## src/rtl/ascd_pkg.sv

```systemverilog
`timescale 1ns / 1ps

package ascd_pkg;

    localparam int DEF_HISTORY_DEPTH = 5;
    localparam int DEF_ADC_BITS      = 10;

    localparam int TIME_W     = 32;
    localparam int CFG_DATA_W = 16;
    localparam int CFG_ADDR_W = 3;
    localparam int OUT_W      = 8;
    localparam int LEVEL_W    = 2;

    // Axis scale factor and the number of multiplier passes (three axes plus a flush).
    localparam int AXIS_SCALE = 10;
    localparam int MUL_STEPS  = 4;

    localparam logic [CFG_ADDR_W-1:0] REG_CLASH_THRESHOLD = 3'd0;
    localparam logic [CFG_ADDR_W-1:0] REG_SWING_SMALL     = 3'd1;
    localparam logic [CFG_ADDR_W-1:0] REG_SWING_MEDIUM    = 3'd2;
    localparam logic [CFG_ADDR_W-1:0] REG_SWING_LARGE     = 3'd3;
    localparam logic [CFG_ADDR_W-1:0] REG_CLASH_HOLDOFF   = 3'd4;

    localparam logic [CFG_DATA_W-1:0] RST_CLASH_THRESHOLD = 16'd1000;
    localparam logic [CFG_DATA_W-1:0] RST_SWING_SMALL     = 16'd20;
    localparam logic [CFG_DATA_W-1:0] RST_SWING_MEDIUM    = 16'd40;
    localparam logic [CFG_DATA_W-1:0] RST_SWING_LARGE     = 16'd80;
    localparam logic [CFG_DATA_W-1:0] RST_CLASH_HOLDOFF   = 16'd100;

    localparam logic [LEVEL_W-1:0] LEVEL_SMALL  = 2'd0;
    localparam logic [LEVEL_W-1:0] LEVEL_MEDIUM = 2'd1;
    localparam logic [LEVEL_W-1:0] LEVEL_LARGE  = 2'd2;

    typedef struct packed {
        logic load;
        logic mul_step;
        logic root_step;
        logic div_init;
        logic div_step;
        logic commit;
    } cmd_t;

    typedef struct packed {
        logic dup;
        logic have_sample;
        logic scan_busy;
        logic out_free;
    } status_t;

endpackage

```

## src/rtl/ascd_ctrl.sv

```systemverilog
`timescale 1ns / 1ps

module ascd_ctrl #(
    parameter int ADC_BITS = ascd_pkg::DEF_ADC_BITS
) (
    input  logic              clk,
    input  logic              rst_n,
    input  logic              in_valid,
    output logic              in_ready,
    input  ascd_pkg::status_t status,
    output ascd_pkg::cmd_t    cmd
);

    localparam int STEPS  = ADC_BITS + 5;
    localparam int STEP_W = $clog2(STEPS);

    localparam logic [2:0] S_IDLE  = 3'd0;
    localparam logic [2:0] S_MUL   = 3'd1;
    localparam logic [2:0] S_ROOT  = 3'd2;
    localparam logic [2:0] S_DINIT = 3'd3;
    localparam logic [2:0] S_DIV   = 3'd4;
    localparam logic [2:0] S_DONE  = 3'd5;

    logic [2:0]        state_reg, state_next;
    logic [STEP_W-1:0] cnt_reg, cnt_next;

    always_comb
    begin
        state_next = state_reg;
        cnt_next   = cnt_reg;
        cmd        = '0;
        in_ready   = 1'b0;
        unique case (state_reg)
            S_IDLE:
            begin
                in_ready = 1'b1;
                if (in_valid && !status.dup)
                begin
                    cmd.load   = 1'b1;
                    cnt_next   = STEP_W'(ascd_pkg::MUL_STEPS - 1);
                    state_next = S_MUL;
                end
            end
            S_MUL:
            begin
                cmd.mul_step = 1'b1;
                cnt_next     = cnt_reg - 1'b1;
                if (cnt_reg == '0)
                begin
                    cnt_next   = STEP_W'(STEPS - 1);
                    state_next = S_ROOT;
                end
            end
            S_ROOT:
            begin
                cmd.root_step = 1'b1;
                cnt_next      = cnt_reg - 1'b1;
                if (cnt_reg == '0)
                begin
                    state_next = status.have_sample ? S_DINIT : S_DONE;
                end
            end
            S_DINIT:
            begin
                cmd.div_init = 1'b1;
                cnt_next     = STEP_W'(STEPS - 1);
                state_next   = S_DIV;
            end
            S_DIV:
            begin
                cmd.div_step = 1'b1;
                cnt_next     = cnt_reg - 1'b1;
                if (cnt_reg == '0)
                begin
                    state_next = S_DONE;
                end
            end
            S_DONE:
            begin
                if (status.out_free && !status.scan_busy)
                begin
                    cmd.commit = 1'b1;
                    state_next = S_IDLE;
                end
            end
            default:
            begin
                state_next = S_IDLE;
            end
        endcase
    end

    always_ff @(posedge clk or negedge rst_n)
    begin
        if (!rst_n)
        begin
            state_reg <= S_IDLE;
            cnt_reg   <= '0;
        end
        else
        begin
            state_reg <= state_next;
            cnt_reg   <= cnt_next;
        end
    end

endmodule

```

## src/rtl/ascd_datapath.sv

```systemverilog
`timescale 1ns / 1ps

module ascd_datapath #(
    parameter int HISTORY_DEPTH = ascd_pkg::DEF_HISTORY_DEPTH,
    parameter int ADC_BITS      = ascd_pkg::DEF_ADC_BITS
) (
    input  logic                                clk,
    input  logic                                rst_n,
    input  logic [ascd_pkg::TIME_W-1:0]         sample_time,
    input  logic [ADC_BITS-1:0]                 accel_x,
    input  logic [ADC_BITS-1:0]                 accel_y,
    input  logic [ADC_BITS-1:0]                 accel_z,
    input  logic                                cfg_we,
    input  logic [ascd_pkg::CFG_ADDR_W-1:0]     cfg_addr,
    input  logic [ascd_pkg::CFG_DATA_W-1:0]     cfg_wdata,
    input  ascd_pkg::cmd_t                      cmd,
    output ascd_pkg::status_t                   status,
    input  logic                                out_ready,
    output logic                                out_valid,
    output logic                                clash,
    output logic                                swing,
    output logic [ascd_pkg::LEVEL_W-1:0]        swing_level
);

    localparam int SCALED_W = ADC_BITS + 4;
    localparam int SQ_W     = 2 * SCALED_W;
    localparam int SUM_W    = SQ_W + 2;
    localparam int MAG_W    = SCALED_W + 1;
    localparam int SLOTS    = HISTORY_DEPTH - 1;
    localparam int IDX_W    = (SLOTS > 1) ? $clog2(SLOTS) : 1;
    localparam int CNT_W    = $clog2(SLOTS + 1);
    localparam int CMP_W    = (MAG_W > ascd_pkg::CFG_DATA_W) ? MAG_W : ascd_pkg::CFG_DATA_W;
    localparam int TW       = ascd_pkg::TIME_W;
    localparam int DW       = ascd_pkg::CFG_DATA_W;

    logic [DW-1:0] thr_reg, small_reg, medium_reg, large_reg, holdoff_reg;

    logic [TW-1:0]       time_reg, elapsed_reg;
    logic [SCALED_W-1:0] sx_reg, sy_reg, sz_reg;
    logic [SQ_W-1:0]     prod_reg;
    logic [SUM_W-1:0]    acc_reg;
    logic [MAG_W:0]      rem_reg;
    logic [MAG_W-1:0]    root_reg;
    logic [MAG_W-1:0]    q_reg;
    logic [MAG_W-1:0]    r_reg;

    logic [MAG_W-1:0] rates_reg [SLOTS];
    logic [CNT_W-1:0] rate_cnt_reg;
    logic             have_sample_reg;
    logic [MAG_W-1:0] last_mag_reg;
    logic [TW-1:0]    last_time_reg;
    logic [TW-1:0]    last_clash_reg;
    logic [ascd_pkg::LEVEL_W-1:0] level_reg;

    logic             scan_busy_reg;
    logic [CNT_W-1:0] scan_idx_reg;
    logic             scan_all_reg;
    logic [MAG_W-1:0] scan_peak_reg;

    logic             out_valid_reg;
    logic             out_clash_reg;
    logic             out_swing_reg;

    // Configuration registers.
    always_ff @(posedge clk or negedge rst_n)
    begin
        if (!rst_n)
        begin
            thr_reg     <= ascd_pkg::RST_CLASH_THRESHOLD;
            small_reg   <= ascd_pkg::RST_SWING_SMALL;
            medium_reg  <= ascd_pkg::RST_SWING_MEDIUM;
            large_reg   <= ascd_pkg::RST_SWING_LARGE;
            holdoff_reg <= ascd_pkg::RST_CLASH_HOLDOFF;
        end
        else if (cfg_we)
        begin
            unique case (cfg_addr)
                ascd_pkg::REG_CLASH_THRESHOLD: thr_reg     <= cfg_wdata;
                ascd_pkg::REG_SWING_SMALL:     small_reg   <= cfg_wdata;
                ascd_pkg::REG_SWING_MEDIUM:    medium_reg  <= cfg_wdata;
                ascd_pkg::REG_SWING_LARGE:     large_reg   <= cfg_wdata;
                ascd_pkg::REG_CLASH_HOLDOFF:   holdoff_reg <= cfg_wdata;
                default: ;
            endcase
        end
    end

    assign status.dup         = have_sample_reg && (sample_time == last_time_reg);
    assign status.have_sample = have_sample_reg;
    assign status.scan_busy   = scan_busy_reg;
    assign status.out_free    = !out_valid_reg || out_ready;

    // Integer square root, one result bit per step.
    logic [MAG_W+2:0] rem_sh;
    logic [MAG_W+1:0] root_trial;
    logic [MAG_W+2:0] rem_sub;
    logic             root_ge;

    assign rem_sh     = {rem_reg, acc_reg[SUM_W-1 -: 2]};
    assign root_trial = {root_reg, 2'b01};
    assign root_ge    = rem_sh >= {1'b0, root_trial};
    assign rem_sub    = rem_sh - {1'b0, root_trial};

    // Restoring divider, one quotient bit per step.
    logic [MAG_W:0]   div_trial;
    logic             div_ge;
    logic [MAG_W:0]   div_sub;
    logic [MAG_W-1:0] mag_diff;

    assign div_trial = {r_reg, q_reg[MAG_W-1]};
    assign div_ge    = TW'(div_trial) >= elapsed_reg;
    assign div_sub   = div_trial - elapsed_reg[MAG_W:0];
    assign mag_diff  = (root_reg >= last_mag_reg) ? (root_reg - last_mag_reg)
                                                  : (last_mag_reg - root_reg);

    always_ff @(posedge clk)
    begin
        if (cmd.load)
        begin
            time_reg    <= sample_time;
            elapsed_reg <= sample_time - last_time_reg;
            sx_reg      <= SCALED_W'(accel_x) * SCALED_W'(ascd_pkg::AXIS_SCALE);
            sy_reg      <= SCALED_W'(accel_y) * SCALED_W'(ascd_pkg::AXIS_SCALE);
            sz_reg      <= SCALED_W'(accel_z) * SCALED_W'(ascd_pkg::AXIS_SCALE);
            prod_reg    <= '0;
            acc_reg     <= '0;
            rem_reg     <= '0;
            root_reg    <= '0;
        end
        else if (cmd.mul_step)
        begin
            prod_reg <= sx_reg * sx_reg;
            sx_reg   <= sy_reg;
            sy_reg   <= sz_reg;
            sz_reg   <= '0;
            acc_reg  <= acc_reg + SUM_W'(prod_reg);
        end
        else if (cmd.root_step)
        begin
            acc_reg  <= acc_reg << 2;
            rem_reg  <= root_ge ? rem_sub[MAG_W:0] : rem_sh[MAG_W:0];
            root_reg <= {root_reg[MAG_W-2:0], root_ge};
        end

        if (cmd.div_init)
        begin
            q_reg <= mag_diff;
            r_reg <= '0;
        end
        else if (cmd.div_step)
        begin
            q_reg <= {q_reg[MAG_W-2:0], div_ge};
            r_reg <= div_ge ? div_sub[MAG_W-1:0] : div_trial[MAG_W-1:0];
        end
    end

    // Pass over the older rates that stay in the history, run from the load while the magnitude is worked out.
    logic [CNT_W-1:0] scan_limit;
    logic [MAG_W-1:0] scan_val;

    assign scan_limit = (rate_cnt_reg < CNT_W'(SLOTS)) ? rate_cnt_reg : CNT_W'(SLOTS - 1);
    assign scan_val   = rates_reg[scan_idx_reg[IDX_W-1:0]];

    always_ff @(posedge clk or negedge rst_n)
    begin
        if (!rst_n)
        begin
            scan_busy_reg <= 1'b0;
        end
        else if (cmd.load)
        begin
            scan_busy_reg <= 1'b1;
        end
        else if (scan_busy_reg && (scan_idx_reg >= scan_limit))
        begin
            scan_busy_reg <= 1'b0;
        end
    end

    always_ff @(posedge clk)
    begin
        if (cmd.load)
        begin
            scan_idx_reg  <= '0;
            scan_all_reg  <= 1'b1;
            scan_peak_reg <= '0;
        end
        else if (scan_busy_reg && (scan_idx_reg < scan_limit))
        begin
            scan_idx_reg <= scan_idx_reg + 1'b1;
            if (CMP_W'(scan_val) < CMP_W'(small_reg))
            begin
                scan_all_reg <= 1'b0;
            end
            if (scan_val > scan_peak_reg)
            begin
                scan_peak_reg <= scan_val;
            end
        end
    end

    // Decision on the finished sample.
    logic [MAG_W-1:0] new_rate;
    logic [MAG_W-1:0] peak;
    logic             all_small;
    logic [TW-1:0]    since;
    logic             clash_hit;
    logic             swing_hit;
    logic [ascd_pkg::LEVEL_W-1:0] level_new;

    assign new_rate  = q_reg;
    assign all_small = scan_all_reg && (CMP_W'(new_rate) >= CMP_W'(small_reg));
    assign peak      = (new_rate > scan_peak_reg) ? new_rate : scan_peak_reg;
    assign since     = time_reg - last_clash_reg;
    assign clash_hit = have_sample_reg && (CMP_W'(new_rate) > CMP_W'(thr_reg))
                       && (since >= TW'(holdoff_reg));
    assign swing_hit = have_sample_reg && !clash_hit && (since > TW'(holdoff_reg))
                       && all_small;

    always_comb
    begin
        level_new = ascd_pkg::LEVEL_SMALL;
        if (CMP_W'(peak) >= CMP_W'(medium_reg))
        begin
            level_new = ascd_pkg::LEVEL_MEDIUM;
        end
        if (CMP_W'(peak) >= CMP_W'(large_reg))
        begin
            level_new = ascd_pkg::LEVEL_LARGE;
        end
    end

    always_ff @(posedge clk or negedge rst_n)
    begin
        if (!rst_n)
        begin
            have_sample_reg <= 1'b0;
            rate_cnt_reg    <= '0;
            last_mag_reg    <= '0;
            last_time_reg   <= '0;
            last_clash_reg  <= '0;
            level_reg       <= ascd_pkg::LEVEL_SMALL;
        end
        else if (cmd.commit)
        begin
            have_sample_reg <= 1'b1;
            last_mag_reg    <= root_reg;
            last_time_reg   <= time_reg;
            if (have_sample_reg && (rate_cnt_reg < CNT_W'(SLOTS)))
            begin
                rate_cnt_reg <= rate_cnt_reg + 1'b1;
            end
            if (clash_hit)
            begin
                last_clash_reg <= time_reg;
            end
            if (swing_hit)
            begin
                level_reg <= level_new;
            end
        end
    end

    always_ff @(posedge clk)
    begin
        if (cmd.commit && have_sample_reg)
        begin
            for (int i = SLOTS - 1; i > 0; i--)
            begin
                rates_reg[i] <= rates_reg[i-1];
            end
            rates_reg[0] <= new_rate;
        end
    end

    // Output register.
    always_ff @(posedge clk or negedge rst_n)
    begin
        if (!rst_n)
        begin
            out_valid_reg <= 1'b0;
        end
        else if (cmd.commit)
        begin
            out_valid_reg <= 1'b1;
        end
        else if (out_ready)
        begin
            out_valid_reg <= 1'b0;
        end
    end

    always_ff @(posedge clk)
    begin
        if (cmd.commit)
        begin
            out_clash_reg <= clash_hit;
            out_swing_reg <= swing_hit;
        end
    end

    assign out_valid   = out_valid_reg;
    assign clash       = out_clash_reg;
    assign swing       = out_swing_reg;
    assign swing_level = level_reg;

endmodule

```

## src/rtl/accel_swing_clash_detector_core.sv

```systemverilog
`timescale 1ns / 1ps

// Swing and clash detector for timestamped 3-axis accelerometer samples. Each
// sample transfer on the input stream gives one result transfer, except a sample
// whose timestamp repeats the last accepted one, which is taken and dropped. A
// sample occupies the block from acceptance to commit: passes on the shared
// squaring multiplier over the three axes, one result bit per cycle in the
// square-root unit, a step to start the rate divider, one quotient bit per cycle
// in the divider, and the commit, which waits for a free output register and the
// end of the history pass. The first sample after reset skips the divider. A
// result waits in an output register, so the next sample is accepted while it is pending.
module accel_swing_clash_detector_core #(
    parameter int HISTORY_DEPTH = ascd_pkg::DEF_HISTORY_DEPTH,
    parameter int ADC_BITS      = ascd_pkg::DEF_ADC_BITS
) (
    input  logic                            clk,
    input  logic                            rst_n,
    input  logic                            s_axis_tvalid,
    output logic                            s_axis_tready,
    // sample_time, accel_x, accel_y, accel_z
    input  logic [((ascd_pkg::TIME_W + 3 * ADC_BITS + 7) / 8) * 8 - 1:0] s_axis_tdata,
    output logic                            m_axis_tvalid,
    input  logic                            m_axis_tready,
    // clash, swing, swing_level
    output logic [ascd_pkg::OUT_W-1:0]      m_axis_tdata,
    input  logic                            cfg_we,
    input  logic [ascd_pkg::CFG_ADDR_W-1:0] cfg_addr,
    input  logic [ascd_pkg::CFG_DATA_W-1:0] cfg_wdata
);

    localparam int TW = ascd_pkg::TIME_W;

    ascd_pkg::cmd_t    cmd;
    ascd_pkg::status_t status;

    logic                         clash;
    logic                         swing;
    logic [ascd_pkg::LEVEL_W-1:0] swing_level;

    ascd_ctrl #(
        .ADC_BITS (ADC_BITS)
    ) u_ctrl (
        .clk      (clk),
        .rst_n    (rst_n),
        .in_valid (s_axis_tvalid),
        .in_ready (s_axis_tready),
        .status   (status),
        .cmd      (cmd)
    );

    ascd_datapath #(
        .HISTORY_DEPTH (HISTORY_DEPTH),
        .ADC_BITS      (ADC_BITS)
    ) u_datapath (
        .clk         (clk),
        .rst_n       (rst_n),
        .sample_time (s_axis_tdata[TW-1:0]),
        .accel_x     (s_axis_tdata[TW +: ADC_BITS]),
        .accel_y     (s_axis_tdata[TW + ADC_BITS +: ADC_BITS]),
        .accel_z     (s_axis_tdata[TW + 2 * ADC_BITS +: ADC_BITS]),
        .cfg_we      (cfg_we),
        .cfg_addr    (cfg_addr),
        .cfg_wdata   (cfg_wdata),
        .cmd         (cmd),
        .status      (status),
        .out_ready   (m_axis_tready),
        .out_valid   (m_axis_tvalid),
        .clash       (clash),
        .swing       (swing),
        .swing_level (swing_level)
    );

    assign m_axis_tdata = {{(ascd_pkg::OUT_W - ascd_pkg::LEVEL_W - 2){1'b0}},
                           swing_level, swing, clash};

`ifndef SYNTHESIS
    assert property (@(posedge clk) disable iff (!rst_n)
        s_axis_tvalid && s_axis_tready && !status.dup |=> !s_axis_tready)
        else $error("input taken while a sample is still being processed");

    assert property (@(posedge clk) disable iff (!rst_n)
        cmd.commit |-> status.out_free && !status.scan_busy)
        else $error("result committed over a pending result or unfinished history pass");

    assert property (@(posedge clk) disable iff (!rst_n)
        m_axis_tvalid |-> !(clash && swing))
        else $error("clash and swing reported together");

    assert property (@(posedge clk) disable iff (!rst_n)
        m_axis_tvalid |-> swing_level != 2'b11)
        else $error("invalid swing level");
`endif

endmodule

```

## config.mk

```make
export PLATFORM = sky130hd
export DESIGN_NAME = accel_swing_clash_detector_core
export DESIGN_NICKNAME = d
export VERILOG_FILES = /design/src/rtl/ascd_pkg.sv /design/src/rtl/ascd_ctrl.sv /design/src/rtl/ascd_datapath.sv /design/src/rtl/accel_swing_clash_detector_core.sv
export SDC_FILE = /design/constraint.sdc
export NUM_CORES = 1
export LEC_CHECK = 0
export BUFFER_PORTS_ARGS = -buffer_cell sky130_fd_sc_hd__buf_2
export CORE_MARGIN = 5
export CORE_UTILIZATION = 55
export DETAILED_ROUTE_END_ITERATION = 6
export HOLD_SLACK_MARGIN = 0.06
export PLACE_DENSITY = 0.76
export SLEW_MARGIN = 15
export SYNTH_ARGS = -nofsm -noshare
export SYNTH_HDL_FRONTEND = slang
export SYNTH_SLANG_ARGS = --single-unit
```

## constraint.sdc

```tcl
create_clock -name clk -period 8.85 [get_ports clk]
set_clock_uncertainty 0.15 [all_clocks]
set_input_delay 0.4425 -clock clk [delete_from_list [all_inputs] [get_ports clk]]
set_output_delay 0.4425 -clock clk [all_outputs]
set_load 0.1 [all_outputs]
```

==> impl_metrics.env <==
export IMPL_outcome="complete, no violations"
export IMPL_final_setup_viol_count=0
export IMPL_ys_warn_count=0
export IMPL_largest_reg_flops=60
export IMPL_drv_cap=0
export IMPL_drt_iter0_drc=1491
export IMPL_synth_largest_area_cell="edfxtp_1"
export IMPL_synth_seq_area_share_pct=36.3
export IMPL_die_x_microns=257
export IMPL_drive_above_1_share_pct=8.13
export IMPL_clk_path_buf_depth=3
export IMPL_routedWlPerCell_microns=17.0
export IMPL_critPathKind="reg2reg"
export IMPL_path_cells="inv_1 -> nor2_1 -> fa_1 -> inv_1 -> fa_1 -> inv_1 -> fa_1 -> inv_1 -> fa_1 -> fa_1 -> inv_1 -> ha_1 -> or3_1 -> o211ai_1 -> o211ai_1 -> and4_1 -> a2111oi_0 -> o21bai_1 -> a21oi_1 -> o21ai_0 -> xnor2_1 -> o21ai_0"
export IMPL_cp_slowest_stage_delay_ns=0.69
export IMPL_synth_ff_type="edfxtp_1"
export IMPL_syn_area_sq_um=33600
export IMPL_end_kind="register"
export IMPL_critPathSlowestCell="a2111oi_0"
export IMPL_finalHoldViolCount=0
export IMPL_grt_max_degree=111
export IMPL_hold_class="in2reg"
export IMPL_ant_nets=0
export IMPL_core_sq_um=60500
export IMPL_io_pins=98
export IMPL_cp_start_kind="register"
export IMPL_gp_congestion=0.878
export IMPL_tns_ns=0
export IMPL_grt_antenna_before_repair=3
export IMPL_hold_worst_slack_ns=0.121
export IMPL_synth_edf_count=180
export IMPL_post_synth_top_count_cell="inv_1"
export IMPL_slew_headroom_pct=36.0
export IMPL_synthTopCellsByArea="edfxtp_1, ha_1, dfrtp_1"
export IMPL_clock_root_buffer="clkbuf_16"
export IMPL_worstPathMaxFanout=11
export IMPL_placed_cell_area_sq_um=34700
export IMPL_worstMarginPinSlew_ns=0.957
export IMPL_die_area_sq_um=66100
export IMPL_async_reset_ff_share_pct=36.7
export IMPL_start_util_pct=55.5
export IMPL_worstRegToRegCells=22
export IMPL_hold_depth=3
export IMPL_numCtsBuffers=52
export IMPL_grt_setup_unrepaired="false"
export IMPL_grt_pass1_vias=25400
export IMPL_crit_family="adder cells"
export IMPL_syn_inst=3538
export IMPL_synth_commonest_cells="inv_1, ha_1, nand2_1, o21ai_0, a21oi_1"
export IMPL_arrival_ns=7.20
export IMPL_fin_crit_ns=6.90
export IMPL_clk_pin_slew_worst_paths_ns=0.06
export IMPL_cts_sinks=474
export IMPL_grt_pass1_wl_microns=126000
export IMPL_insertion_delay_ns=0.61
export IMPL_required_ns=9.15
export IMPL_firstDrtPassIters=6
export IMPL_hpwl_microns=55100
export IMPL_max_freq_mhz=145
export IMPL_htree_levels=2
export IMPL_yosys_cell_types_count=81
export IMPL_drc=0
export IMPL_path_buf_inv=5
export IMPL_fin_util_pct=61.3
export IMPL_grt_use_total_pct=22.6
export IMPL_vias=25600
export IMPL_cp_depth=22
export IMPL_postRouteWirelength_microns=75800
export IMPL_maxSlewViolCount=0
export IMPL_nFillCells=5018
export IMPL_via_per_inst=5.72
export IMPL_die_y_microns=257
export IMPL_area_growth_pct=10.3
export IMPL_cts_repair_resize_count=0
export IMPL_final_area_sq_um=37000
export IMPL_nets=4227
export IMPL_cts_tree="done"
export IMPL_avgSynthCellArea_sq_um=9.49
export IMPL_fp_row_count=90
export IMPL_synth_top_area_share_pct=16.1
export IMPL_grt_ovfl_total=0
export IMPL_portBuffers=91
export IMPL_fin_crit_sh_pct=78.0
export IMPL_ys_ff_latch=474
==> metal layers <==
| metal | share of wire [%] | GRT usage (%) | up-vias | wire length [microns] |
|---|---|---|---|---|
| met5 | 0.017 | 0 | - | 13 |
| met1 | 44 | 30.0 | 12300 | 33400 |
| met4 | 2.5 | 5.93 | 2 | 1860 |
| met3 | 4.6 | 3.15 | 132 | 3510 |
| met2 | 49 | 39.4 | 590 | 37000 |
| li1 | - | - | 12500 | - |
==> logic make-up after synthesis <==
group | share of synthesized area, %
AND/OR/NAND/NOR | 11.7
other | 0.0112
XOR/XNOR | 4.12
AO/OA/AOI/OAI | 16.0
adder cells (fa/ha/maj) | 21.0
multiplexers | 4.38
buffers and inverters | 6.53
flip-flops | 36.3
==> final timing paths <==
path | startpoint | end | slack, ns
worst min register to register | u_datapath.rates_reg[0][4]$_DFFE_PP_ | u_datapath.rates_reg[1][4]$_DFFE_PP_ | 0.29
worst max register to register | u_datapath.sx_reg[8]$_DFFE_PP_ | u_datapath.prod_reg[27]$_SDFFE_PP0P_ | 1.95
worst max-delay path | u_datapath.sx_reg[8]$_DFFE_PP_ | u_datapath.prod_reg[27]$_SDFFE_PP0P_ | 1.95
worst min-delay path | m_axis_tready | u_datapath.out_valid$_DFFE_PN0P_ | 0.12
min in group asynchronous | rst_n | u_datapath.medium_reg[2]$_DFFE_PN0P_ | 0.35
max in group asynchronous | rst_n | u_ctrl.cnt_reg[3]$_DFFE_PN0P_ | 6.66
==> metrics by stage <==
| step | setup WS [ns] | instances |
|---|---|---|
| 6_report | 1.95 | 4468 |
| 5_1_grt | 1.53 | 4467 |
| 4_1_cts | 1.99 | 4462 |
| 3_5_place_dp | 2.01 | 4311 |
| 3_3_place_gp | 2.13 | 4311 |
| 2_1_floorplan | 2.71 | 3541 |
==> final cells by class <==
cell class                 count  area [sq um]  area share (%)
clock buffer                  66          1440            3.88
multi-input combinational   2496         19300            52.0
sequential                   474         12200            32.9
timing repair buffer         167          1170            3.17
inverter                     448          1690            4.55
clock inverter                29           318           0.858
tap                          782           978            2.64
antenna                        6          15.0          0.0405
==> worst min-delay path, delay by kind of cell <==
kind | cells | cell delay, ns
AO/OA/AOI/OAI | 1 | 0.20
buffers and inverters | 2 | 0.18
==> cell usage in the layout (no fill, tap or decap), types with 60 or more instances in the layout <==
cell	instances
fa_1	105
inv_1	446
xor2_1	61
nand3_1	60
edfxtp_1	180
nor2_1	130
xnor2_1	97
dfxtp_1	120
a21o_1	80
dfrtp_1	159
a21oi_1	212
ha_1	395
buf_2	90
nand2_1	379
o21ai_0	286
==> timing repair <==
action,in CTS,in global routing
endpoints found under the hold margin,205,0
hold buffers,56,0
buffers inserted,0,0
Power is left out: the tool's default activity adds up to more than one toggle a clock period on the data nets, which glitch-free logic cannot reach.
